$ cat src/rtl/core/layer_norm_row_unit_macros.svh
// ----------------------------------------------------------------------------
// Layer norm row unit assertion macros
// Shared property templates for the concurrent checks in the RTL.
// ----------------------------------------------------------------------------
`ifndef LAYER_NORM_ROW_UNIT_MACROS_SVH
`define LAYER_NORM_ROW_UNIT_MACROS_SVH

// same-cycle implication
`define LNR_ASSERT_IMP(label, clk, rst, ante, cons) \
   label: assert property (@(posedge clk) disable iff (rst) (ante) |-> (cons)) \
      else $error("layer norm row unit: check failed");

// next-cycle implication
`define LNR_ASSERT_NXT(label, clk, rst, ante, cons) \
   label: assert property (@(posedge clk) disable iff (rst) (ante) |=> (cons)) \
      else $error("layer norm row unit: check failed");

`endif

$ cat src/rtl/core/lnr_pkg.sv
// ----------------------------------------------------------------------------
// Layer norm row package
// Shared widths, payload structs, register indexes and back-end states.
// ----------------------------------------------------------------------------
package lnr_pkg;

   localparam int MAX_ROW_DEF = 64;
   localparam int DATA_W      = 16;
   localparam int CNT_W       = 7;
   localparam int SUM_W       = 23;
   localparam int EPS_W       = 16;
   localparam int CSR_IDX_W   = 2;
   localparam int DIVN_W      = 49;
   localparam int DIVD_W      = 34;
   localparam int RSTD_W      = 24;
   localparam int SQ_W        = 55;
   localparam int D_W         = 26;
   localparam int P1_W        = 51;
   localparam int NORM_W      = 35;
   localparam int ACC_W       = 52;

   // register indexes
   localparam logic [CSR_IDX_W-1:0] CSR_ROW_LENGTH  = 2'd0;
   localparam logic [CSR_IDX_W-1:0] CSR_EPSILON     = 2'd1;
   localparam logic [CSR_IDX_W-1:0] CSR_BIAS_ENABLE = 2'd2;

   typedef struct packed {
      logic signed [DATA_W-1:0] x_value;
      logic signed [DATA_W-1:0] weight_value;
      logic signed [DATA_W-1:0] bias_value;
   } req_payload_type;

   typedef struct packed {
      logic signed [DATA_W-1:0] y_value;
      logic                     last_of_row;
   } rsp_payload_type;

   // one completed row waiting for the back end
   typedef struct packed {
      logic [CNT_W-1:0]        n;
      logic signed [SUM_W-1:0] sum;
      logic [EPS_W-1:0]        epsilon;
      logic                    bias_enable;
      logic                    bank;
   } job_type;

   // element store write port
   typedef struct packed {
      logic            en;
      logic            bank;
      logic [CNT_W-1:0] idx;
      req_payload_type data;
   } buf_write_type;

   typedef enum logic [3:0] {
      ST_IDLE,
      ST_MEAN,
      ST_MEAN_WAIT,
      ST_VAR_RD,
      ST_VAR_ACC,
      ST_VAR_DIV,
      ST_VAR_WAIT,
      ST_LIM,
      ST_LIM_WAIT,
      ST_RSQ,
      ST_OUT_RD,
      ST_OUT_MUL1,
      ST_OUT_NORM,
      ST_OUT_MUL2,
      ST_OUT_EMIT
   } back_state_type;

endpackage

$ cat src/rtl/core/lnr_front.sv
// ----------------------------------------------------------------------------
// Layer norm row front end
// Takes elements, writes them to the row buffer, sums them and queues rows.
// ----------------------------------------------------------------------------
module lnr_front import lnr_pkg::*; #(
   parameter int MaxRow = MAX_ROW_DEF
) (
   input  logic                 clock,
   input  logic                 reset,
   input  logic                 req_valid,
   output logic                 req_stall,
   input  req_payload_type      req_payload,
   input  logic                 csr_valid,
   output logic                 csr_ready,
   input  logic [CSR_IDX_W-1:0] csr_index,
   input  logic [EPS_W-1:0]     csr_data,
   output buf_write_type        wr,
   output logic                 push,
   output job_type              push_job,
   input  logic                 q_full
);

   logic [CNT_W-1:0]        row_length_ff;
   logic [EPS_W-1:0]        epsilon_ff;
   logic                    bias_enable_ff;
   logic [CNT_W-1:0]        count_ff, count_in;
   logic signed [SUM_W-1:0] sum_ff, sum_in;
   logic                    bank_ff, bank_in;

   logic                    accept;
   logic [CNT_W-1:0]        len;
   logic [CNT_W-1:0]        cnt_next;
   logic signed [SUM_W-1:0] sum_next;
   logic                    row_end;

   // both banks busy: hold the input
   assign req_stall = q_full;
   assign accept    = req_valid & ~q_full;
   assign csr_ready = 1'b1;

   // effective row length
   always_comb begin
      if (row_length_ff == '0) begin
         len = CNT_W'(1);
      end else if (row_length_ff > CNT_W'(MaxRow)) begin
         len = CNT_W'(MaxRow);
      end else begin
         len = row_length_ff;
      end
   end

   assign cnt_next = count_ff + CNT_W'(1);
   assign sum_next = sum_ff +
                     {{(SUM_W-DATA_W){req_payload.x_value[DATA_W-1]}}, req_payload.x_value};
   assign row_end  = accept && (cnt_next >= len);

   // buffer write and row hand-off
   always_comb begin
      wr.en                = accept;
      wr.bank              = bank_ff;
      wr.idx               = count_ff;
      wr.data              = req_payload;
      push                 = row_end;
      push_job.n           = cnt_next;
      push_job.sum         = sum_next;
      push_job.epsilon     = epsilon_ff;
      push_job.bias_enable = bias_enable_ff;
      push_job.bank        = bank_ff;
   end

   always_comb begin
      count_in = count_ff;
      sum_in   = sum_ff;
      bank_in  = bank_ff;
      if (row_end) begin
         count_in = '0;
         sum_in   = '0;
         bank_in  = ~bank_ff;
      end else if (accept) begin
         count_in = cnt_next;
         sum_in   = sum_next;
      end
   end

   always_ff @(posedge clock) begin
      if (reset) begin
         count_ff <= '0;
         sum_ff   <= '0;
         bank_ff  <= 1'b0;
      end else begin
         count_ff <= count_in;
         sum_ff   <= sum_in;
         bank_ff  <= bank_in;
      end
   end

   // configuration registers
   always_ff @(posedge clock) begin
      if (reset) begin
         row_length_ff  <= CNT_W'(64);
         epsilon_ff     <= EPS_W'(1);
         bias_enable_ff <= 1'b1;
      end else if (csr_valid && csr_ready) begin
         case (csr_index)
            CSR_ROW_LENGTH:  row_length_ff  <= csr_data[CNT_W-1:0];
            CSR_EPSILON:     epsilon_ff     <= csr_data;
            CSR_BIAS_ENABLE: bias_enable_ff <= csr_data[0];
            default: ;
         endcase
      end
   end

endmodule

$ cat config.mk
export PLATFORM = sky130hd
export DESIGN_NAME = lnr_front
export DESIGN_NICKNAME = d
export VERILOG_FILES = /design/src/rtl/core/layer_norm_row_unit_macros.svh /design/src/rtl/core/lnr_pkg.sv /design/src/rtl/core/lnr_front.sv
export SDC_FILE = /design/constraint.sdc
export NUM_CORES = 1
export LEC_CHECK = 0
export BUFFER_PORTS_ARGS = -buffer_cell sky130_fd_sc_hd__buf_4
export CAP_MARGIN = 5
export CORE_ASPECT_RATIO = 1.4
export CORE_UTILIZATION = 26
export CTS_BUF_LIST = sky130_fd_sc_hd__clkbuf_8
export CTS_CLUSTER_DIAMETER = 40
export DETAILED_ROUTE_END_ITERATION = 16
export HOLD_SLACK_MARGIN = 0.02
export MAX_ROUTING_LAYER = met4
export PLACE_DENSITY_LB_ADDON = 0.05
export SLEW_MARGIN = 10
export SYNTH_ARGS = -nofsm -noshare
export SYNTH_HDL_FRONTEND = slang
export SYNTH_SLANG_ARGS = --single-unit
$ cat constraint.sdc
create_clock -name clock -period 3.3 [get_ports clock]
set_input_delay 0.33 -clock clock [delete_from_list [all_inputs] [get_ports clock]]
set_output_delay 0.33 -clock clock [all_outputs]
set_load 0.01 [all_outputs]
## Word level (Yosys, flattened, before mapping)

Cells that the tools add are included.

- Register bits: 55
- Output and inout bits: 108
- Bits of input ports: 71

- Bitwise logic cells: 3
- $add $sub $neg: 2
- Magnitude comparators: 2
- Multiplexer cells: 2
- Equal/unequal tests: 2
- Reductions and logical operators: 7

Operator list:

| cell | number |
|---|---|
| $add 23x23->23 | 1 |
| $mux 7 | 2 |
| $add 7x1->7 const B | 1 |
| $ge 7x7->1 | 1 |
| $gt 7x7->1 const B | 1 |
| $logic_not 7->1 | 1 |
| $reduce_and 2->1 | 3 |
| $eq 2x1->1 const B | 1 |
| $eq 2x2->1 const B | 1 |
| $logic_not 2->1 | 1 |
| $not 1->1 | 2 |
| $reduce_or 2->1 | 1 |
| $and 1x1->1 | 1 |
| $logic_and 1x1->1 | 1 |

## Longest topological paths before layout

Gate-level depths: netlist of run 1.

- Depth after elaboration: 6
- Mapped depth: 13
- Mapped depth without buffers: 12

## Least setup slack after synthesis of run 1

OpenSTA, ideal clock, no wires.

- Path type: flip-flop to flip-flop
- From: register count_ff[0]
- To: register sum_ff[14]
- Library setup time: 125 ps
- Clock period less this slack: 2675 ps
- Buffers on the path: 2
- Required time: 3175 ps
- Cell stages (with the launch flop): 13
- Data arrival time: 2550 ps
- Slack: 625 ps
- Cells stage by stage: dfxtp_1 > ha_1 > nand3_1 > nor2_1 > xor2_1 > ha_1 > o21ai_1 > o21ai_1 > a21oi_1 > o21ai_1 > clkbuf_1 > clkbuf_1 > o2bb2ai_1

RTL lines:

| item | RTL line | RTL |
|---|---|---|
| start: declaration | lnr_front.sv:26 | `logic [CNT_W-1:0] count_ff, count_in;` |
| start signal: assignment | lnr_front.sv:91 | `count_ff <= count_in;` |
| end signal: assignment | lnr_front.sv:92 | `sum_ff <= sum_in;` |
| end: declaration | lnr_front.sv:27 | `logic signed [SUM_W-1:0] sum_ff, sum_in;` |

==> flow_summary.ini, run 1 <==
[run_status]
outcome = finished clean

[yosys]
synth.avg_cell_area_sq_um = 7.764
ys_types = 55
ys_ff_latch = 55
synth_area_sq_mm = 0.003890
ys_seq_area_frac = 0.2830
synth_top_area_cell = dfxtp_1
synth_warnings = 0
ys_dominant_reg_cell = dfxtp_1
yosysTopAreaCellShare = 0.2830
synth-edff-count = 0
synthArstFlopShare = 0
synth_fp_nets = 603
synthTopCellsByArea = dfxtp_1 28%, buf_4 10%, ha_1 9.6%, nand2_1 7.9%, a21oi_1 6.4%
synthCells = 501

[cells_and_area]
finalInstanceArea_sq_mm = 0.004669
nets = 655
layout_commonest_cell = buf_4
layout_common_cells = 120 x buf_4, 82 x nand2_1, 55 x dfxtp_1
diodes = 0
drive_above_1_share = 0.2509
area_growth_pct = 20.04
stdcell_count = 743

[sta]
final_max_slew_viol_count = 0
fmax_ghz = 0.3241
report.final.hold_viol_count = 0
setup_violations = 0
setup_tns_ps = 0
fin_crit_sh = 0.9349
tightestPinTransition_ps = 1109
period_needed_ps = 3085
slew_headroom = 0.2581
fin_hold_ws_ps = 227.1
clock_skew_ps = 9.508
rsz0062_at_grt = false

[power_and_ir_drop]
leakage_nw = 2.109
finalPower_mw = 1.758
irDropWorstVdd_mv = 0.1974
power_density_mw_per_mm2 = 376.6

[placement]
gp_congestion = 0.7824
dpl.cell_count = 735
port_buffers = 113
place_area_sq_mm = 0.004546
dp_hpwl_um = 8478

[clocking]
worstSkewPairLatency_ps = 320
post_cts_buffers = 0
ctsHoldBuffers = 0
cts_tree = built
ctsLongestPathBuffers = 2
numCtsBuffers = 5
clockRootBuffer = clkbuf_8
htree_levels = 2
clk_pin_slew_worst_paths_ps = 110
cts.sinks = 55

[floorplanning]
die_h_um = 146.7
core.rowCount = 52
die_w_um = 105.4
initial_core_util = 0.2681
die_area_sq_mm = 0.01546
core_area_sq_mm = 0.01451
ioPinCount = 179

[routing]
drc = 0
vias_per_cell = 4.783
wl_per_cell_um = 14.68
routed_wl_um = 10910
vias = 3554
drt_iter0_markers = 98
first_pass_iters = 4
ant_nets = 0

[hold_path]
hold-path-endpoint = row_length_ff[6]
hold_depth = 2
hp-start = csr_data[6]
min_path_type = in -> reg

[worst_setup_path]
max_stage_delay_ps = 400
ff2ff_path_depth = 11
worst_setup_path_end_kind = primary output
cp.arrival_ps = 2760
rrSetupSlack_ps = 400
critPathMaxFanout = 4
r2r-end = sum_ff[20]
cp-start-kind = flop
critical_path_class = reg -> out
slowest_stage = fa_1
worstPathCellList = ha_1, inv_1, fa_1, nor2b_1, o2111ai_1, a21oi_1, o2111ai_2, a21oi_1, nor2b_1, xnor2_1, buf_4
cp.required_ps = 2970
regToRegStartpoint = count_ff[1]

[global_route]
use_met3 = 0.02307
gr-total-overflow = 0
grt_usage = 0.1458
grt_first_pass_wirelength_um = 17420
busiest_layer = met2
antenna_found_initial = 0
grt_use_met1 = 0.1559
grtUsageMet2 = 0.2743
grt_max_degree = 27
grt_pass1_vias = 3556

[run]
cap_violations = 0
[registers in the layout, summed over array words and instances (netlist names)]
signal and count:
row_length_ff 7, sum_ff 23, count_ff 7, bank_ff 1, epsilon_ff 16, bias_enable_ff 1
[Yosys cell counts (2+ instances only)]
master     count
clkbuf_1      18
o21a_1         3
nand2b_1       5
nor3b_1        2
nand2_1       82
nor2_1        48
a21o_1        12
o2bb2ai_1      2
buf_1          2
a311o_1        2
xor2_1        11
inv_1         13
nand3_1        8
a22o_1         2
nand4_1        5
mux2i_1        8
dfxtp_1       55
buf_4         54
a211oi_1       3
o2111ai_1      2
o21ai_0        5
a31oi_1        3
xnor2_1       22
o21ai_1        6
and3_1         4
ha_1          30
a21oi_1       50
or2_1          2
a211o_1        5
nor2b_1        3
nor3_1        10
[stage by stage]
stage            util  setup slack (ps)
2_1_floorplan       -             624.8
3_3_place_gp   0.3133             228.9
3_5_place_dp   0.3133             261.0
4_1_cts        0.3205             100.4
5_1_grt        0.3218             21.84
6_report       0.3218             214.8
[cell families (layout without fill, tap and decap cells)]
family          count (synthesis)  in the layout  share of synthesized area
buf+inv                        88            141                     0.1373
mux                             8              8                    0.02059
other cells                     1              1                  0.0009640
compound gates                110            110                     0.1885
fa+ha+maj                      31             31                     0.1016
simple gates                  175            175                     0.1936
flops                          55             55                     0.2831
xor+xnor                       33             33                    0.07430
[layout make-up]
cell class | count | area, sq um
fillers | 1591 | 9839
clock buffers | 7 | 96.34
clock inverters | 1 | 7.507
repair buffers | 120 | 900.9
flip-flops and latches | 55 | 1101
well taps | 189 | 236.5
multi-input cells | 358 | 2278
inverters | 13 | 48.80
[how the worst max path moves through the flow]
stage | from | end | slack (ps) | cells after the start
global placement | count_ff[1] | sum_ff[19] | 230 | 11
CTS | sum_ff[0] | push_job[40] | 100 | 11
floorplan | count_ff[0] | sum_ff[14] | 620 | 12
finish | sum_ff[0] | push_job[40] | 210 | 11
detailed placement | count_ff[1] | sum_ff[19] | 260 | 11
global route | sum_ff[0] | push_job[40] | 20 | 11
[where the power goes]
| group | internal [mW] | leakage (nW) | switching, mW | total, mW |
|---|---|---|---|---|
| sequential | 0.698 | 0.448 | 0.0208 | 0.718 |
| clock | 0.192 | 0.0505 | 0.250 | 0.442 |
| combinational | 0.274 | 1.61 | 0.324 | 0.598 |
[worst max-delay path, delay by kind of cell, from the launching register on]
family                     cells  cell delay [ps]
AOI/OAI and AO/OA              4              900
adders and majority gates      2              570
DFF                            1              350
and+or+nand+nor                2              250
buffers and inverters          2              200
xor gates and xnor gates       1              160
[what timing repair did]
item / in CTS / in global routing
endpoints found under the setup margin: 0 / 4
hold endpoints to repair: 0 / 0
gates resized for setup: 0 / 3
[metal layers]
layer	part of all wire	vias to the layer above
li1	-	1765
met2	0.54	108
met5	0	-
met3	0.045	11
met1	0.41	1670
met4	0.011	0
(Power assumes the default switching activity.)
==> run 2, diff against run 1 <==
- CORE_ASPECT_RATIO: 1.4 -> not set
- PLACE_DENSITY_LB_ADDON: 0.05 -> 0.3
- SLEW_MARGIN: 10 -> 20
==> run 2 against run 1 <==
Against the previous run:
- combinational power hardly changed
- global-route usage shrank 0.41 points
- worst hold slack worse by 23 ps
- design area down 0.83%
- sequential power about the same
- sequential share of layout area increased by 0.20 points
- first-iteration DRC count rose by 20%
- largest cell class unchanged
- highest routed layer unchanged
==> flow_summary.ini, run 2 (same netlist as run 1, synthesis figures left out) <==
[sta]
slew_headroom = 0.4761
tightestPinTransition_ps = 785.7
period_needed_ps = 3098
fin_crit_sh = 0.9388
setup_tns_ps = 0
clock_skew_ps = 4.044
fin_hold_ws_ps = 204.4
fmax_ghz = 0.3228
rsz0062_at_grt = false
setup_violations = 0
postLayoutSetupSlackWorst_ps = 202.0
report.final.hold_viol_count = 0
final_max_slew_viol_count = 0

[global_route]
gr-total-overflow = 0
grt_usage = 0.1418
grt_first_pass_wirelength_um = 17420
antenna_found_initial = 0
grt_pass1_vias = 3577
grt_max_degree = 27

[floorplanning]
die_area_sq_mm = 0.01545
ioPinCount = 179
die_h_um = 124.3
die_w_um = 124.3
core_area_sq_mm = 0.01459
core.rowCount = 44
initial_core_util = 0.2666

[placement]
dpl.cell_count = 728
gp_congestion = 0.8462
place_area_sq_mm = 0.004524
pre_cts_ws_ps = 375.2
port_buffers = 113
dp_hpwl_um = 8216

[power_and_ir_drop]
leakage_nw = 2.094
irDropWorstVdd_mv = 0.1458
power.internal_mw = 1.122
pwr-share-seq = 0.414
swShare = 0.3542
power_density_mw_per_mm2 = 375.2
clockPowerShare = 0.241
finalPower_mw = 1.737
combPwrFrac = 0.345
p_sw_mw = 0.6154

[cells_and_area]
layout_common_cells = 118 x buf_4, 82 x nand2_1, 55 x dfxtp_1
layout_commonest_cell = buf_4
finalInstanceArea_sq_mm = 0.004631
post-route-util = 0.3174
regMostFlops = sum_ff
nets = 653
largest_reg_flops = 23
area_growth_pct = 19.04
reg_top3 = sum_ff: 23 flops, epsilon_ff: 16 flops
drive_above_1_share = 0.2500
stdcell_count = 736
diodes = 0

[routing]
vias_per_cell = 4.783
wl_per_cell_um = 14.39
routed_wl_um = 10590
first_pass_iters = 4
drt_iter0_markers = 118
vias = 3520
drc = 0
ant_nets = 0

[clocking]
clockRootBuffer = clkbuf_8
ctsResizeCount = 0
numCtsBuffers = 5
clk_pin_slew_worst_paths_ps = 110
ctsLongestPathBuffers = 2
htree_levels = 2
cts.sinks = 55
post_cts_buffers = 0
cts_tree = built
ctsHoldBuffers = 0
worstSkewPairLatency_ps = 340

[run]
cap_violations = 0

[worst_setup_path]
cp.required_ps = 2970
critPathMaxFanout = 6
worst_setup_path_end_kind = primary output
cp.arrival_ps = 2770
critical_path_class = reg -> out
cp-start-kind = flop

[hold_path]
min_path_type = in -> reg

[run_status]
outcome = finished clean
==> run 2: cell types whose count changed in the layout (fill, tap and decap cells not counted), sizes merged <==
cell,change
buf,-2
clkbuf,-2
clkinv,+2
clkinvlp,-1
inv,+1
==> run 2: critical path, stage by stage (launching register included) <==
cell	delay (ps)
dfxtp_1	330
ha_1	350
a21o_1	240
a31oi_1	230
a211oi_2	130
o41ai_2	490
o31ai_2	170
xnor2_1	310
buf_4	190
==> run 2: power groups by stage <==
| stage | combinational (mW) | clock (mW) | sequential (mW) |
|---|---|---|---|
| floorplan | 0.401 | 0 | 0.733 |
| global placement | 0.595 | 0 | 0.732 |
| detailed placement | 0.600 | 0 | 0.734 |
| CTS | 0.603 | 0.441 | 0.719 |
| global route | 0.663 | 0.464 | 0.723 |
| finish | 0.599 | 0.419 | 0.719 |
==> run 2: worst paths after layout <==
path	startpoint	end	slack (ps)	depth (start not counted)
worst max-delay path	sum_ff[4]	push_job[37]	200	8
worst min-delay path	csr_data[6]	row_length_ff[6]	200	2
worst max register to register	count_ff[1]	sum_ff[19]	370	11
worst min register to register	epsilon_ff[14]	epsilon_ff[14]	460	2
==> run 2: layout make-up <==
type                            count  area [sq um]
Clock inverter                      3         22.52
Sequential cell                    55          1101
Tap cell                          184         230.2
Fill cell                        1549          9958
Clock buffer                        5         68.82
Multi-Input combinational cell    358          2273
Timing Repair Buffer              118         885.9
Inverter                           13         48.80
==> run 2: routing by layer <==
layer	up-vias	global-route usage	part of all wire
met3	16	0.03737	0.062
met5	-	-	0
met4	0	0.04890	0.018
li1	1762	-	-
met1	1630	0.1732	0.46
met2	112	0.2249	0.46
==> run 3, diff against run 2 <==
- clock period: 3.3 -> 3.95 ns (I/O delays scaled with it)
==> run 3 against run 2 <==
Against the previous run:
- via count hardly changed
- design area is 0.32% lower
- die area stayed put
- flip-flop and latch count stayed put
- clock skew is 4.6 ps higher
- combinational power is 18% lower
- first-iteration DRC count is 1.7% higher
- register-to-register slack better by 310 ps
- largest cell class unchanged
- largest power group unchanged
- highest routed layer unchanged
==> flow_summary.ini, run 3 (same netlist as run 1, synthesis figures left out) <==
[clocking]
clk_pin_slew_worst_paths_ps = 110
htree_levels = 2
cts_tree = built
worstSkewPairLatency_ps = 340
ctsHoldBuffers = 0
post_cts_buffers = 0
ctsResizeCount = 0
ctsLongestPathBuffers = 2
cts.sinks = 55
numCtsBuffers = 5
clockRootBuffer = clkbuf_8

[floorplanning]
ioPinCount = 179
core_area_sq_mm = 0.01459
initial_core_util = 0.2666
die_h_um = 124.3
die_area_sq_mm = 0.01545
die_w_um = 124.3
core.rowCount = 44

[sta]
report.final.hold_viol_count = 0
setup_violations = 0
final_max_slew_viol_count = 0
fmax_ghz = 0.3056
rsz0062_at_grt = false
tightestPinTransition_ps = 810.1
slew_headroom = 0.4599
clock_skew_ps = 8.678
fin_crit_sh = 0.8284
postLayoutSetupSlackWorst_ps = 677.9
period_needed_ps = 3272
setup_tns_ps = 0

[cells_and_area]
largest_reg_flops = 23
reg_top3 = sum_ff: 23 flops, epsilon_ff: 16 flops
area_growth_pct = 18.66
nets = 652
n_fill_cell = 1536
diodes = 0
regMostFlops = sum_ff
layout_common_cells = 117 x buf_4, 82 x nand2_1, 55 x dfxtp_1
drive_above_1_share = 0.2450
layout_commonest_cell = buf_4
post-route-util = 0.3164

[global_route]
grt_first_pass_wirelength_um = 17230
grt_max_degree = 27
grt_usage = 0.1404
gr-total-overflow = 0
grt_pass1_vias = 3495
antenna_found_initial = 0

[routing]
routed_wl_um = 10460
vias = 3521
vias_per_cell = 4.790
first_pass_iters = 4
wl_per_cell_um = 14.23
ant_nets = 0
drc = 0
drt_iter0_markers = 120

[placement]
port_buffers = 113
pre_cts_ws_ps = 687.9
dp_hpwl_um = 8005
gp_congestion = 0.8965

[worst_setup_path]
slowest_stage = o21ai_2
worstPathCellList = ha_1, nand3_1, nor2_1, xor2_1, ha_1, o21ai_1, o21ai_1, a21oi_1, o21ai_2, nor2_1, a22o_1
critPathBufInv = 0
worst_setup_path_end_kind = flop
critical_path_class = reg -> reg
cp-start-kind = flop
critPathMaxFanout = 16
max_stage_delay_ps = 650
cp.arrival_ps = 3510
crit_family = compound AO/OA/AOI/OAI gates
cp.required_ps = 4190

[run]
cap_violations = 0

[power_and_ir_drop]
power_density_mw_per_mm2 = 313.9
irDropWorstVdd_mv = 0.1379
leakage_nw = 2.086

[run_status]
outcome = finished clean

[hold_path]
min_path_type = in -> reg
-- run 3: power by group --
part / total, mW / switching (mW) / internal, mW
Combinational: 0.490 / 0.265 / 0.225
Clock: 0.357 / 0.226 / 0.131
Sequential: 0.602 / 0.0187 / 0.583
Total: 1.45 / 0.510 / 0.939
-- run 3: path summary, 6_finish.rpt --
kind                from               end  slack (ps)  cells after the start
min reg2reg   sum_ff[13]        sum_ff[13]         470                      2
max reg2reg  count_ff[0]        sum_ff[21]         680                     11
min          csr_data[6]  row_length_ff[6]         260                      2
max          count_ff[0]        sum_ff[21]         680                     11
-- run 3: final cells by class --
class	instances	area, sq um	area share
Clock buffer	5	68.82	0.01491
Clock inverter	3	27.53	0.005964
Inverter	13	48.80	0.01057
Multi-Input combinational cell	358	2261	0.4898
Sequential cell	55	1101	0.2385
Tap cell	184	230.2	0.04988
Timing Repair Buffer	117	878.3	0.1903
-- run 3: layer usage --
metal	vias to the layer above	GRT usage	share of wire
met4	0	0.05103	0.020
li1	1759	-	-
met2	121	0.2226	0.46
met3	18	0.03050	0.061
met1	1623	0.1748	0.46
met5	-	-	0
-- run 3: metrics by stage --
| stage | std cells | hold slack, ps | area [sq um] | total power, mW |
|---|---|---|---|---|
| finish | 735 | 263.4 | 4616 | 1.449 |
| global placement | 727 | 443.5 | 4517 | 1.104 |
| CTS | 735 | 237.1 | 4613 | 1.477 |
| global route | 735 | 250.1 | 4616 | 1.547 |
| floorplan | 501 | 435.6 | 3890 | 0.9477 |
| detailed placement | 727 | 451.1 | 4517 | 1.108 |
