**config.mk**
```make
export PLATFORM = sky130hd
export DESIGN_NAME = lnr_job_queue
export DESIGN_NICKNAME = d
export VERILOG_FILES = /design/src/rtl/core/layer_norm_row_unit_macros.svh /design/src/rtl/core/lnr_pkg.sv /design/src/rtl/core/lnr_job_queue.sv
export SDC_FILE = /design/constraint.sdc
export NUM_CORES = 1
export LEC_CHECK = 0
export ABC_CLOCK_PERIOD_IN_PS = 3520
export BUFFER_PORTS_ARGS = -buffer_cell sky130_fd_sc_hd__buf_4
export CAP_MARGIN = 15
export CORE_MARGIN = 2
export CORE_UTILIZATION = 48
export CTS_BUF_LIST = sky130_fd_sc_hd__clkbuf_4
export DETAILED_ROUTE_END_ITERATION = 8
export GPL_TIMING_DRIVEN = 0
export PLACE_DENSITY = 0.87
export SLEW_MARGIN = 20
export SYNTH_ARGS = -nofsm -noshare
export SYNTH_HDL_FRONTEND = slang
export SYNTH_SLANG_ARGS = --single-unit
export TNS_END_PERCENT = 30
```
**constraint.sdc**
```tcl
create_clock -name clock -period 3.52 [get_ports clock]
set_clock_uncertainty 0.15 [all_clocks]
set_input_delay 1.056 -clock clock [delete_from_list [all_inputs] [get_ports clock]]
set_output_delay 1.056 -clock clock [all_outputs]
set_load 0.05 [all_outputs]
```
**src/rtl/core/layer_norm_row_unit_macros.svh**
```systemverilog
// ----------------------------------------------------------------------------
// Layer norm row unit assertion macros
// Shared property templates for the concurrent checks in the RTL.
// ----------------------------------------------------------------------------
`ifndef LAYER_NORM_ROW_UNIT_MACROS_SVH
`define LAYER_NORM_ROW_UNIT_MACROS_SVH

// same-cycle implication
`define LNR_ASSERT_IMP(label, clk, rst, ante, cons) \
   label: assert property (@(posedge clk) disable iff (rst) (ante) |-> (cons)) \
      else $error("layer norm row unit: check failed");

// next-cycle implication
`define LNR_ASSERT_NXT(label, clk, rst, ante, cons) \
   label: assert property (@(posedge clk) disable iff (rst) (ante) |=> (cons)) \
      else $error("layer norm row unit: check failed");

`endif

```
**src/rtl/core/lnr_pkg.sv**
```systemverilog
// ----------------------------------------------------------------------------
// Layer norm row package
// Shared widths, payload structs, register indexes and back-end states.
// ----------------------------------------------------------------------------
package lnr_pkg;

   localparam int MAX_ROW_DEF = 64;
   localparam int DATA_W      = 16;
   localparam int CNT_W       = 7;
   localparam int SUM_W       = 23;
   localparam int EPS_W       = 16;
   localparam int CSR_IDX_W   = 2;
   localparam int DIVN_W      = 49;
   localparam int DIVD_W      = 34;
   localparam int RSTD_W      = 24;
   localparam int SQ_W        = 55;
   localparam int D_W         = 26;
   localparam int P1_W        = 51;
   localparam int NORM_W      = 35;
   localparam int ACC_W       = 52;

   // register indexes
   localparam logic [CSR_IDX_W-1:0] CSR_ROW_LENGTH  = 2'd0;
   localparam logic [CSR_IDX_W-1:0] CSR_EPSILON     = 2'd1;
   localparam logic [CSR_IDX_W-1:0] CSR_BIAS_ENABLE = 2'd2;

   typedef struct packed {
      logic signed [DATA_W-1:0] x_value;
      logic signed [DATA_W-1:0] weight_value;
      logic signed [DATA_W-1:0] bias_value;
   } req_payload_type;

   typedef struct packed {
      logic signed [DATA_W-1:0] y_value;
      logic                     last_of_row;
   } rsp_payload_type;

   // one completed row waiting for the back end
   typedef struct packed {
      logic [CNT_W-1:0]        n;
      logic signed [SUM_W-1:0] sum;
      logic [EPS_W-1:0]        epsilon;
      logic                    bias_enable;
      logic                    bank;
   } job_type;

   // element store write port
   typedef struct packed {
      logic            en;
      logic            bank;
      logic [CNT_W-1:0] idx;
      req_payload_type data;
   } buf_write_type;

   typedef enum logic [3:0] {
      ST_IDLE,
      ST_MEAN,
      ST_MEAN_WAIT,
      ST_VAR_RD,
      ST_VAR_ACC,
      ST_VAR_DIV,
      ST_VAR_WAIT,
      ST_LIM,
      ST_LIM_WAIT,
      ST_RSQ,
      ST_OUT_RD,
      ST_OUT_MUL1,
      ST_OUT_NORM,
      ST_OUT_MUL2,
      ST_OUT_EMIT
   } back_state_type;

endpackage

```
**src/rtl/core/lnr_job_queue.sv**
```systemverilog
// ----------------------------------------------------------------------------
// Layer norm row job queue
// Two-entry queue of completed rows, one per buffer bank.
// ----------------------------------------------------------------------------
module lnr_job_queue import lnr_pkg::*; (
   input  logic    clock,
   input  logic    reset,
   input  logic    push,
   input  job_type push_job,
   input  logic    pop,
   output logic    full,
   output logic    head_valid,
   output job_type head_job
);

   job_type    entry_ff [2];
   logic       wr_ptr_ff, rd_ptr_ff;
   logic [1:0] count_ff, count_in;

   assign full       = (count_ff == 2'd2);
   assign head_valid = (count_ff != 2'd0);
   assign head_job   = entry_ff[rd_ptr_ff];

   always_comb begin
      count_in = count_ff;
      if (push && !pop) begin
         count_in = count_ff + 2'd1;
      end else if (pop && !push) begin
         count_in = count_ff - 2'd1;
      end
   end

   always_ff @(posedge clock) begin
      if (reset) begin
         wr_ptr_ff <= 1'b0;
         rd_ptr_ff <= 1'b0;
         count_ff  <= 2'd0;
      end else begin
         count_ff <= count_in;
         if (push) begin
            wr_ptr_ff <= ~wr_ptr_ff;
         end
         if (pop) begin
            rd_ptr_ff <= ~rd_ptr_ff;
         end
      end
   end

   // payload storage
   always_ff @(posedge clock) begin
      if (push) begin
         entry_ff[wr_ptr_ff] <= push_job;
      end
   end

endmodule

```
### Word-level counts from Yosys, hierarchy flattened

Memory sizes are Yosys's and may differ from the RTL's. A register that Yosys moved wholly into a read port is not among the register bits.
Cells that the tools add are included.

* register bits: 4
* bits in writable memories: 96
* input port bits: 52
* logic and storage cells: 21
* memories kept: 1

* add/subtract/negate cells: 2
* eq/ne operators: 1
* multiplexer cells: 6
* bitwise gates (word level): 2
* reduce and logical (&&, ||, !) cells: 6

Memory list
* entry_ff: depth 2, width 48, rd ports 1, clocked after memory_dff 1, wr ports 1, line lnr_job_queue.sv:16 `job_type entry_ff [2];`

Operators with widths (number)
* 1-bit two-way mux: 4
* 2-bit two-way mux: 2
* 2-bit nonzero test: 2
* 2-bit by 1-bit adder with 2-bit output (second input constant): 1
* 2-bit == test (second input constant): 1
* 1-bit logical AND: 2
* 1-bit zero test: 2
* 1-bit NOT: 2
* 2-bit by 1-bit subtractor with 2-bit output (second input constant): 1

### Logic depth before layout (Yosys ltp)

Gate-level depths: netlist of the first run.

* depth after elaboration: 4
* depth in mapped cells: 5

### Least setup slack after synthesis of the first run

OpenSTA, ideal clock, no wires.

* path kind: input -> register
* start point: input push
* end point: memory entry_ff[0][0] (netlist bit) (enable)
* library setup time: 459 ps
* arrival time: 3187 ps
* required time: 2911 ps
* slack: -276 ps
* stages on the path: 1
* buffers on the path: 0
* path through: nor2b_1

* cells in the longest elaborated chain, start to end: 2

RTL lines
* start: declaration: line lnr_job_queue.sv:8 `input logic push,`
* 1-bit two-way mux: line lnr_job_queue.sv:51 `if (push) begin`
* 1-bit two-way mux (not written as such): line lnr_job_queue.sv:52 `entry_ff[wr_ptr_ff] <= push_job;`
* end: declaration: line lnr_job_queue.sv:16

Every way passes these cells.

==> impl_metrics.py, run 1 <==
metrics = {
    "global_routing": {
        "grtUsageTotal_pct": 15.6,
        "antenna_found_initial": 0,
        "grt_pass1_wl_microns": 9970,
        "first_global_vias": 2145,
        "overflow": 0,
        "grt_max_degree": 49,
    },
    "floorplan": {
        "start_util_pct": 50.1,
        "num_rows": 31,
        "ios": 102,
        "die_w_microns": 91.5,
        "dieHeight_microns": 91.5,
        "fp.coreArea_sq_um": 7330,
        "fp.dieArea_sq_um": 8370,
    },
    "yosys": {
        "ys_seq_area_share_pct": 81.2,
        "synth.avg_cell_area_sq_um": 21.5,
        "synthTopCellsByArea": "edfxtp_1, mux2_2, dfxtp_1",
        "synth_fp_nets": 224,
        "syn_area_sq_um": 3670,
        "yosys.area.top_type_share_pct": 78.5,
        "yosysTopAreaCell": "edfxtp_1",
        "synth_cell_types": 19,
        "ys_warn_count": 0,
        "netlist_instances": 171,
        "synth.ff_latch_count": 101,
    },
    "worst_setup_path": {
        "worst_r2r_endpoint": "entry_ff[1][38]$_DFFE_PP_",
        "slowest_delay_ps": 370,
        "r2r_cells": 1,
        "end_kind": "output port",
        "path_common_cell": "buf_4",
        "cp.depth": 4,
        "critPathKind": "reg2out",
        "worst_path_max_delay_cell": "dfxtp_1",
        "path_cells": "buf_4, buf_6, mux2_2, buf_4",
        "path_buf_inv": 3,
        "cp-start-kind": "flop",
        "cp_max_fo": 10,
        "worst-r2r-setup-slack_ps": 1950,
        "required_ps": 2310,
        "cp.arrival_ps": 1720,
        "r2r-start": "wr_ptr_ff$_SDFFE_PP0P_",
        "crit_family": "buffers and inverters",
    },
    "clock_network": {
        "cts_hold_buf": 0,
        "post_cts_buffers": 0,
        "cts.path.max_buffers": 2,
        "cts.sinks": 101,
        "numCtsBuffers": 9,
        "clk_pin_slew_ps": 130,
        "cts_resized": 0,
        "cts_root_buf": "clkbuf_4",
        "cts_tree": "done",
        "clock_latency_ps": 410,
        "htree_levels": 3,
    },
    "finish": {
        "mostFrequentLayoutCells": "buf_4, edfxtp_1, mux2_2",
        "utilization_pct": 64.9,
        "final_cells": 389,
        "drive_above_1_share_pct": 60.0,
        "area_growth_pct": 29.5,
        "multi_input_area_sq_um": 657,
        "fill_cells": 505,
        "nets": 338,
        "final_common_cell": "buf_4",
        "seqCellArea_sq_um": 2980,
        "insertedDiodeCount": 0,
    },
    "placed_design": {
        "dp_hpwl_microns": 4260,
        "globalplace.congestion": 0.698,
        "place_inst": 373,
        "io_buffers": 101,
    },
    "timing": {
        "finalSetupTns_ps": 0,
        "grt_setup_unrepaired": "no",
        "finalMaxSlewViolations": 0,
        "clock.fmax_mhz": 342,
        "setup_violations": 0,
        "period_share_pct": 83.2,
        "worst_pin_slew_ps": 646,
        "worst_slew_margin_rel_pct": 56.9,
        "finalHoldViolCount": 0,
        "period_needed_ps": 2930,
        "fin_hold_ws_ps": 359,
    },
    "power_and_ir_drop": {
        "ir_worst_vdd_uv": 327,
        "p_leak_uw": 0.00179,
        "p_per_area_nw_per_um2": 538,
    },
    "min_path": {
        "min-delay-start": "count_ff[1]$_SDFFE_PP0P_",
        "min_delay_path_depth": 2,
        "hold_path.class": "reg2reg",
        "worstHoldEndpoint": "count_ff[1]$_SDFFE_PP0P_",
    },
    "detailed_routing": {
        "postRouteAntennaNets": 0,
        "dr_total_vias": 1903,
        "drt_wl_total_microns": 6320,
        "avgViaCountPerCell": 4.89,
        "drc": 0,
        "drtIter0Drc": 80,
        "wl_per_cell_microns": 16.3,
        "dr.pass1.iters": 4,
    },
    "status": {
        "run_status": "finished, final reports clean",
    },
    "flow_run": {
        "cap_violations": 0,
    },
}
[power by group]
group	switching, uW	leakage [uW]	internal (uW)
Sequential	19.4	0.000943	1400
Clock	359	0.0000704	224
Combinational	356	0.000779	206
Total	734	0.00179	1830
[Yosys cell counts]
cell and number:
a21oi_1 1, and2_1 1, and2b_2 1, buf_2 2, buf_4 1, buf_6 2
dfxtp_1 5, edfxtp_1 96, ha_1 1, inv_1 1, mux2_1 1, mux2_2 47
nor2_1 4, nor2b_1 1, o21ai_0 1, or2_2 1, or3_1 1, xnor2_1 2
xor2_1 2
[state kept, by name, indices dropped and copies added, names as in the netlist, named ones only]
| name | flops |
|---|---|
| entry_ff | 96 |
| count_ff | 2 |
| wr_ptr_ff | 1 |
| rd_ptr_ff | 1 |
[cells by family after synthesis]
kind of cell / share of synthesized area [%]
flops: 81.2
mux: 14.7
simple gates: 1.33
buf+inv: 1.19
xor+xnor: 0.954
compound gates: 0.272
fa+ha+maj: 0.341
[cell type report]
cell class              count  share of cell area (%)
plain buffers               5                   0.841
repair buffers            103                    17.1
inverters                   1                  0.0789
clock inverters             6                    1.31
multi-input cells          64                    13.8
well taps                  99                    2.60
clock buffers              10                    1.58
flip-flops and latches    101                    62.7
[worst max path at each step]
stage | endpoint | slack [ps]
global placement | entry_ff[0][33]$_DFFE_PP_ | -130
global route | head_job[26] | 490
finish | head_job[38] | 590
detailed placement | head_job[24] | 1040
CTS | head_job[24] | 550
floorplan | entry_ff[0][0]$_DFFE_PP_ | 620
[metrics by stage]
stage	area [sq um]	setup WS [ps]	power, uW
floorplan	3680	619	1820
global placement	4560	-126	1990
detailed placement	4620	1040	2010
CTS	4760	551	2590
global route	4760	493	2660
finish	4760	592	2560
[per-layer routing]
| metal | up-vias | global-route usage, % | wire length, microns | part of all wire (%) |
|---|---|---|---|---|
| met5 | - | 0 | 0 | 0 |
| met4 | 0 | 5.93 | 95 | 1.5 |
| met3 | 10 | 3.82 | 359 | 5.7 |
| met2 | 60 | 28.5 | 3370 | 53 |
| met1 | 941 | 17.4 | 2500 | 39 |
| li1 | 892 | - | - | - |
(Power assumes the default switching activity.)
==> run 2: changes to the inputs <==
--- a/config.mk
+++ b/config.mk
@@ -5,7 +5,7 @@
 export SDC_FILE = /design/constraint.sdc
 export NUM_CORES = 1
 export LEC_CHECK = 0
-export ABC_CLOCK_PERIOD_IN_PS = 3520
+export ABC_CLOCK_PERIOD_IN_PS = 2410
 export BUFFER_PORTS_ARGS = -buffer_cell sky130_fd_sc_hd__buf_4
 export CAP_MARGIN = 15
 export CORE_MARGIN = 2
==> constraint.sdc (replaced) <==
create_clock -name clock -period 2.41 [get_ports clock]
set_clock_uncertainty 0.15 [all_clocks]
set_input_delay 0.723 -clock clock [delete_from_list [all_inputs] [get_ports clock]]
set_output_delay 0.723 -clock clock [all_outputs]
set_load 0.05 [all_outputs]
==> run 2 against run 1 <==
Against the previous run:
- the flow now finishes with violations (negative setup slack)
- first-iteration DRC count down 50%
- clock power rose by 65%
- utilization rose by 5.2 points
- critical endpoint is now head_job[40]
- largest cell class unchanged
- die area is the same
- critical path depth is the same
- count of clock-buffer cells in the layout is the same
- hold slack got worse by 41 ps
- via count increased by 0.84%
- flip-flop and latch count unchanged
- cell count rose by 1.3%
- register-to-register slack got worse by 1100 ps
==> impl_metrics.py, run 2 (same netlist as run 1, synthesis figures left out) <==
metrics = {
    "floorplan": {
        "start_util_pct": 50.1,
        "num_rows": 31,
        "dieHeight_microns": 91.5,
        "fp.coreArea_sq_um": 7330,
        "die_w_microns": 91.5,
        "ios": 102,
        "fp.dieArea_sq_um": 8370,
    },
    "timing": {
        "period_needed_ps": 2440,
        "worst_pin_slew_ps": 672,
        "grt_setup_unrepaired": "yes",
        "finalHoldViolCount": 0,
        "period_share_pct": 101,
        "worst_slew_margin_rel_pct": 55.2,
        "setup_violations": 32,
        "finalMaxSlewViolations": 0,
        "clock.fmax_mhz": 409,
        "setup_ws_ps": -33.0,
    },
    "power_and_ir_drop": {
        "switching_share_pct": 27.9,
        "clock_power_share_pct": 24.0,
        "p_leak_uw": 0.00198,
        "p_int_uw": 2890,
        "p_per_area_nw_per_um2": 779,
        "p_sw_uw": 1120,
        "ir_worst_vdd_uv": 513,
        "seqPwrFrac_pct": 51.8,
        "fin_total_pwr_uw": 4000,
        "comb_power_share_pct": 24.1,
    },
    "detailed_routing": {
        "drtIter0Drc": 40,
        "dr.pass1.iters": 4,
        "wl_per_cell_microns": 17.1,
        "dr_total_vias": 1919,
        "drc": 0,
        "avgViaCountPerCell": 4.87,
        "postRouteAntennaNets": 0,
        "drt_wl_total_microns": 6750,
    },
    "finish": {
        "fill_cells": 465,
        "mostFrequentLayoutCells": "edfxtp_1, buf_4, mux2_2",
        "nets": 343,
        "largest_reg_flops": 96,
        "insertedDiodeCount": 0,
        "multi_input_area_sq_um": 732,
        "seqCellArea_sq_um": 2980,
        "drive_above_1_share_pct": 61.4,
        "top_register": "entry_ff",
        "reg.largest.list": "entry_ff (96), count_ff (2)",
        "final_common_cell": "edfxtp_1",
        "final_cells": 394,
        "area_growth_pct": 39.9,
    },
    "status": {
        "violations": "negative setup slack",
        "run_status": "finished, violations left",
    },
    "worst_setup_path": {
        "path_cells": "buf_8, buf_6, mux2_2, buf_6",
        "required_ps": 1540,
        "path_common_cell": "buf_6",
        "critPathKind": "reg2out",
        "r2r_cells": 1,
        "r2r-start": "wr_ptr_ff$_SDFFE_PP0P_",
        "end_kind": "output port",
        "cp_max_fo": 7,
        "cp.arrival_ps": 1570,
        "worst_path_max_delay_cell": "dfxtp_2",
        "slowest_delay_ps": 380,
        "cp-start-kind": "flop",
    },
    "clock_network": {
        "clock_latency_ps": 410,
        "numCtsBuffers": 9,
        "htree_levels": 3,
        "cts_tree": "done",
        "clk_pin_slew_ps": 150,
        "cts.path.max_buffers": 2,
        "cts_root_buf": "clkbuf_4",
        "cts.sinks": 101,
    },
    "placed_design": {
        "globalplace.congestion": 0.697,
        "place_inst": 373,
        "io_buffers": 101,
        "dp_hpwl_microns": 4290,
    },
    "global_routing": {
        "overflow": 0,
        "first_global_vias": 2144,
        "grt_pass1_wl_microns": 10200,
        "antenna_found_initial": 0,
        "grtUsageTotal_pct": 16.4,
        "grt_max_degree": 49,
    },
    "min_path": {
        "min-delay-start": "push_job[26]",
        "hold_path.class": "in2reg",
        "min_delay_path_depth": 1,
    },
    "flow_run": {
        "cap_violations": 0,
    },
}
run 2: cell count changes in the layout (fill, tap and decap cells not counted), moves of 2 or more:
cell	before	now
mux2_2	47	28
buf_8	0	22
mux2_4	0	20
buf_4	102	75
buf_6	2	12
clkbuf_16	0	2
buf_2	2	0
run 2: power by group through the flow:
stage,Sequential (uW),Clock [uW],Combinational [uW]
after CTS,2070,982,888
final,2080,961,967
after global routing,2090,1050,1010
after detailed placement,2110,0,829
after global placement,2110,0,797
after floorplan,2100,0,548
run 2: final cells by class:
type	count	share of cell area, %
Buffer	5	1.17
Tap cell	99	2.41
Clock buffer	10	1.46
Inverter	1	0.0730
Multi-Input combinational cell	64	14.2
Timing Repair Buffer	108	20.9
Sequential cell	101	58.1
Clock inverter	6	1.70
run 2: worst paths after layout:
check,endpoint,slack [ps]
worst max-delay path,head_job[40],-30
worst min-delay path,entry_ff[1][26]$_DFFE_PP_,320
worst max register to register,entry_ff[1][3]$_DFFE_PP_,830
worst min register to register,count_ff[1]$_SDFFE_PP0P_,400
run 2: worst max-delay path, delay by kind of cell, from the launching register on:
family | cells | cell delay (ps)
buf+inv | 3 | 430
flops | 1 | 380
mux | 1 | 340
run 2: metrics by stage:
stage	utilization, %	hold slack (ps)	setup TNS [ps]	setup slack, ps	area (sq um)
6_report	70.1	318	-625	-33.0	5140
3_3_place_gp	62.2	327	-40380	-727	4560
4_1_cts	67.2	295	-1620	-64.7	4930
2_1_floorplan	-	306	-1080	-22.4	3680
3_5_place_dp	63.0	372	0	268	4620
5_1_grt	70.1	265	-5220	-129	5140
run 2: per-layer routing:
metal / global-route usage, % / part of all wire (%) / vias to the layer above
met5: 0 / 0 / -
met2: 30.0 / 55 / 64
met4: 7.45 / 1.5 / 0
met1: 17.4 / 39 / 944
li1: - / - / 903
met3: 4.32 / 4.3 / 8
run 2: what timing repair did:
| item | CTS | global route |
|---|---|---|
| cloned | 0 | 2 |
| setup endpoints to repair | 48 | 48 |
| hold buffers | 0 | 0 |
| gates resized for setup | 34 | 43 |
| setup buffers | 3 | 0 |
==> run 3: changes to the inputs <==
--- a/config.mk
+++ b/config.mk
@@ -8,7 +8,7 @@
 export ABC_CLOCK_PERIOD_IN_PS = 2410
 export BUFFER_PORTS_ARGS = -buffer_cell sky130_fd_sc_hd__buf_4
 export CAP_MARGIN = 15
-export CORE_MARGIN = 2
+export CORE_MARGIN = 1.5
 export CORE_UTILIZATION = 48
 export CTS_BUF_LIST = sky130_fd_sc_hd__clkbuf_4
 export DETAILED_ROUTE_END_ITERATION = 8
@@ -18,4 +18,3 @@
 export SYNTH_ARGS = -nofsm -noshare
 export SYNTH_HDL_FRONTEND = slang
 export SYNTH_SLANG_ARGS = --single-unit
-export TNS_END_PERCENT = 30
==> constraint.sdc (replaced) <==
create_clock -name clock -period 2.41 [get_ports clock]
set_clock_uncertainty 0.15 [all_clocks]
set_input_delay 0.241 -clock clock [delete_from_list [all_inputs] [get_ports clock]]
set_output_delay 0.241 -clock clock [all_outputs]
set_load 0.05 [all_outputs]
==> run 3 against run 2 <==
Against the previous run:
- the flow now finishes without violations
- total power decreased by 5.4%
- sequential power about the same
- register-to-register slack got worse by 140 ps
- cell area increased by 1.7%
- hold slack improved by 65 ps
- via count increased by 9.7%
- sequential share of layout area decreased by 1.0 points
- largest cell class unchanged
==> impl_metrics.py, run 3 (same netlist as run 1, synthesis figures left out) <==
metrics = {
    "timing": {
        "clock.fmax_mhz": 470,
        "worst_slew_margin_rel_pct": 50.7,
        "period_share_pct": 88.2,
        "worst_pin_slew_ps": 737,
        "fin_hold_ws_ps": 383,
        "setup_violations": 0,
        "period_needed_ps": 2130,
        "finalHoldViolCount": 0,
        "finalMaxSlewViolations": 0,
        "grt_setup_unrepaired": "no",
    },
    "detailed_routing": {
        "dr_total_vias": 2105,
        "drc": 0,
        "met2_wirelength_microns": 3830,
        "routed.top_layer": "met4",
        "routed-wl-met3_microns": 378,
        "dr.pass1.iters": 4,
        "wl_met1_microns": 2500,
        "postRouteAntennaNets": 0,
        "wl_per_cell_microns": 15.6,
        "drtIter0Drc": 82,
        "avgViaCountPerCell": 4.81,
        "drt_wl_total_microns": 6850,
    },
    "global_routing": {
        "antenna_found_initial": 0,
        "first_global_vias": 2279,
        "grt_max_degree": 49,
        "grt_pass1_wl_microns": 10900,
        "grtUsageTotal_pct": 17.6,
        "overflow": 0,
    },
    "power_and_ir_drop": {
        "p_per_area_nw_per_um2": 724,
        "fin_total_pwr_uw": 3790,
        "clock_power_share_pct": 22.0,
        "seqPwrFrac_pct": 54.8,
        "p_leak_uw": 0.00199,
        "ir_worst_vdd_uv": 546,
        "switching_share_pct": 28.7,
        "p_sw_uw": 1090,
        "comb_power_share_pct": 23.2,
        "p_int_uw": 2700,
    },
    "placed_design": {
        "io_buffers": 101,
        "globalplace.congestion": 0.685,
        "dp_hpwl_microns": 4110,
        "place_inst": 372,
    },
    "finish": {
        "final_cells": 438,
        "area_growth_pct": 42.3,
        "top_register": "entry_ff",
        "reg.largest.list": "entry_ff (96), count_ff (2)",
        "final_common_cell": "buf_4",
        "nets": 388,
        "largest_reg_flops": 96,
        "insertedDiodeCount": 0,
        "drive_above_1_share_pct": 51.0,
        "mostFrequentLayoutCells": "buf_4, edfxtp_1, dlygate4sd3_1",
    },
    "floorplan": {
        "dieHeight_microns": 90.5,
        "fp.coreArea_sq_um": 7330,
        "num_rows": 31,
        "start_util_pct": 50.1,
        "fp.dieArea_sq_um": 8190,
        "ios": 102,
        "die_w_microns": 90.5,
    },
    "worst_setup_path": {
        "worst_r2r_endpoint": "entry_ff[0][35]$_DFFE_PP_",
        "critPathKind": "reg2out",
        "cp_max_fo": 10,
        "worst-r2r-setup-slack_ps": 690,
        "r2r-start": "wr_ptr_ff$_SDFFE_PP0P_",
        "worstSetupEndpoint": "head_job[23]",
        "cp-start-kind": "flop",
        "required_ps": 2020,
        "r2r_cells": 2,
        "cp.arrival_ps": 1730,
        "end_kind": "output port",
    },
    "clock_network": {
        "cts.path.max_buffers": 2,
        "htree_levels": 3,
        "numCtsBuffers": 9,
        "cts_root_buf": "clkbuf_4",
        "cts_tree": "done",
        "cts.sinks": 101,
        "clock_latency_ps": 410,
        "clk_pin_slew_ps": 150,
    },
    "min_path": {
        "hold_path.class": "in2reg",
    },
    "status": {
        "run_status": "finished, final reports clean",
    },
    "flow_run": {
        "cap_violations": 0,
    },
}
[run 3: cell count changes in the layout (fill, tap and decap cells not counted), sizes merged]
cell,before,now
dlygate4sd3,0,51
buf,111,107
clkbuf,12,9
bufinv,2,1
inv,1,2
[run 3: routing by layer]
layer,GRT usage (%),vias up
met2,32.5,72
li1,-,993
met5,0,-
met3,5.56,15
met1,18.9,1025
met4,5.95,0
[run 3: final cells by class]
class | instances | area, sq um
Clock inverter | 6 | 63.8
Buffer | 5 | 40.0
Sequential cell | 101 | 2980
Inverter | 1 | 3.75
Tap cell | 99 | 124
Timing Repair Buffer | 153 | 1290
Fill cell | 470 | 2100
Multi-Input combinational cell | 64 | 657
Clock buffer | 9 | 67.6
[run 3: worst min path at each step]
stage            startpoint  cells past startpoint                         to
6_report       push_job[23]                      2  entry_ff[1][23]$_DFFE_PP_
5_1_grt        push_job[37]                      2  entry_ff[0][37]$_DFFE_PP_
4_1_cts        push_job[37]                      2  entry_ff[1][37]$_DFFE_PP_
3_5_place_dp    push_job[8]                      1   entry_ff[1][8]$_DFFE_PP_
3_3_place_gp    push_job[8]                      1   entry_ff[0][8]$_DFFE_PP_
2_1_floorplan         reset                      1   count_ff[1]$_SDFFE_PP0P_
[run 3: timing repair]
item	in CTS	in global routing
setup buffers	0	0
gates resized for setup	0	0
endpoints found under the hold margin	101	0
hold buffers	51	0
[run 3: metrics by stage]
| step | util (%) | worst slack [ps] | setup TNS [ps] | instance area (sq um) |
|---|---|---|---|---|
| finish | 71.3 | 284 | 0 | 5230 |
| global route | 71.3 | 177 | 0 | 5230 |
| CTS | 71.3 | 239 | 0 | 5230 |
| detailed placement | 62.6 | 639 | 0 | 4590 |
| global placement | 62.2 | -431 | -32590 | 4560 |
| floorplan | - | 253 | 0 | 3680 |
[run 3: power groups by stage]
stage                     combinational (uW)  sequential (uW)  clock (uW)
final                                    878             2070         834
after global routing                     921             2080         922
after CTS                                883             2070         861
after detailed placement                 814             2110           0
after global placement                   793             2110           0
after floorplan                          547             2100           0
[run 3: worst max-delay path, cell delays in order (launching register included)]
cell	delay [ps]
dfxtp_1	380
buf_4	220
buf_6	180
mux2_2	350
buf_4	190
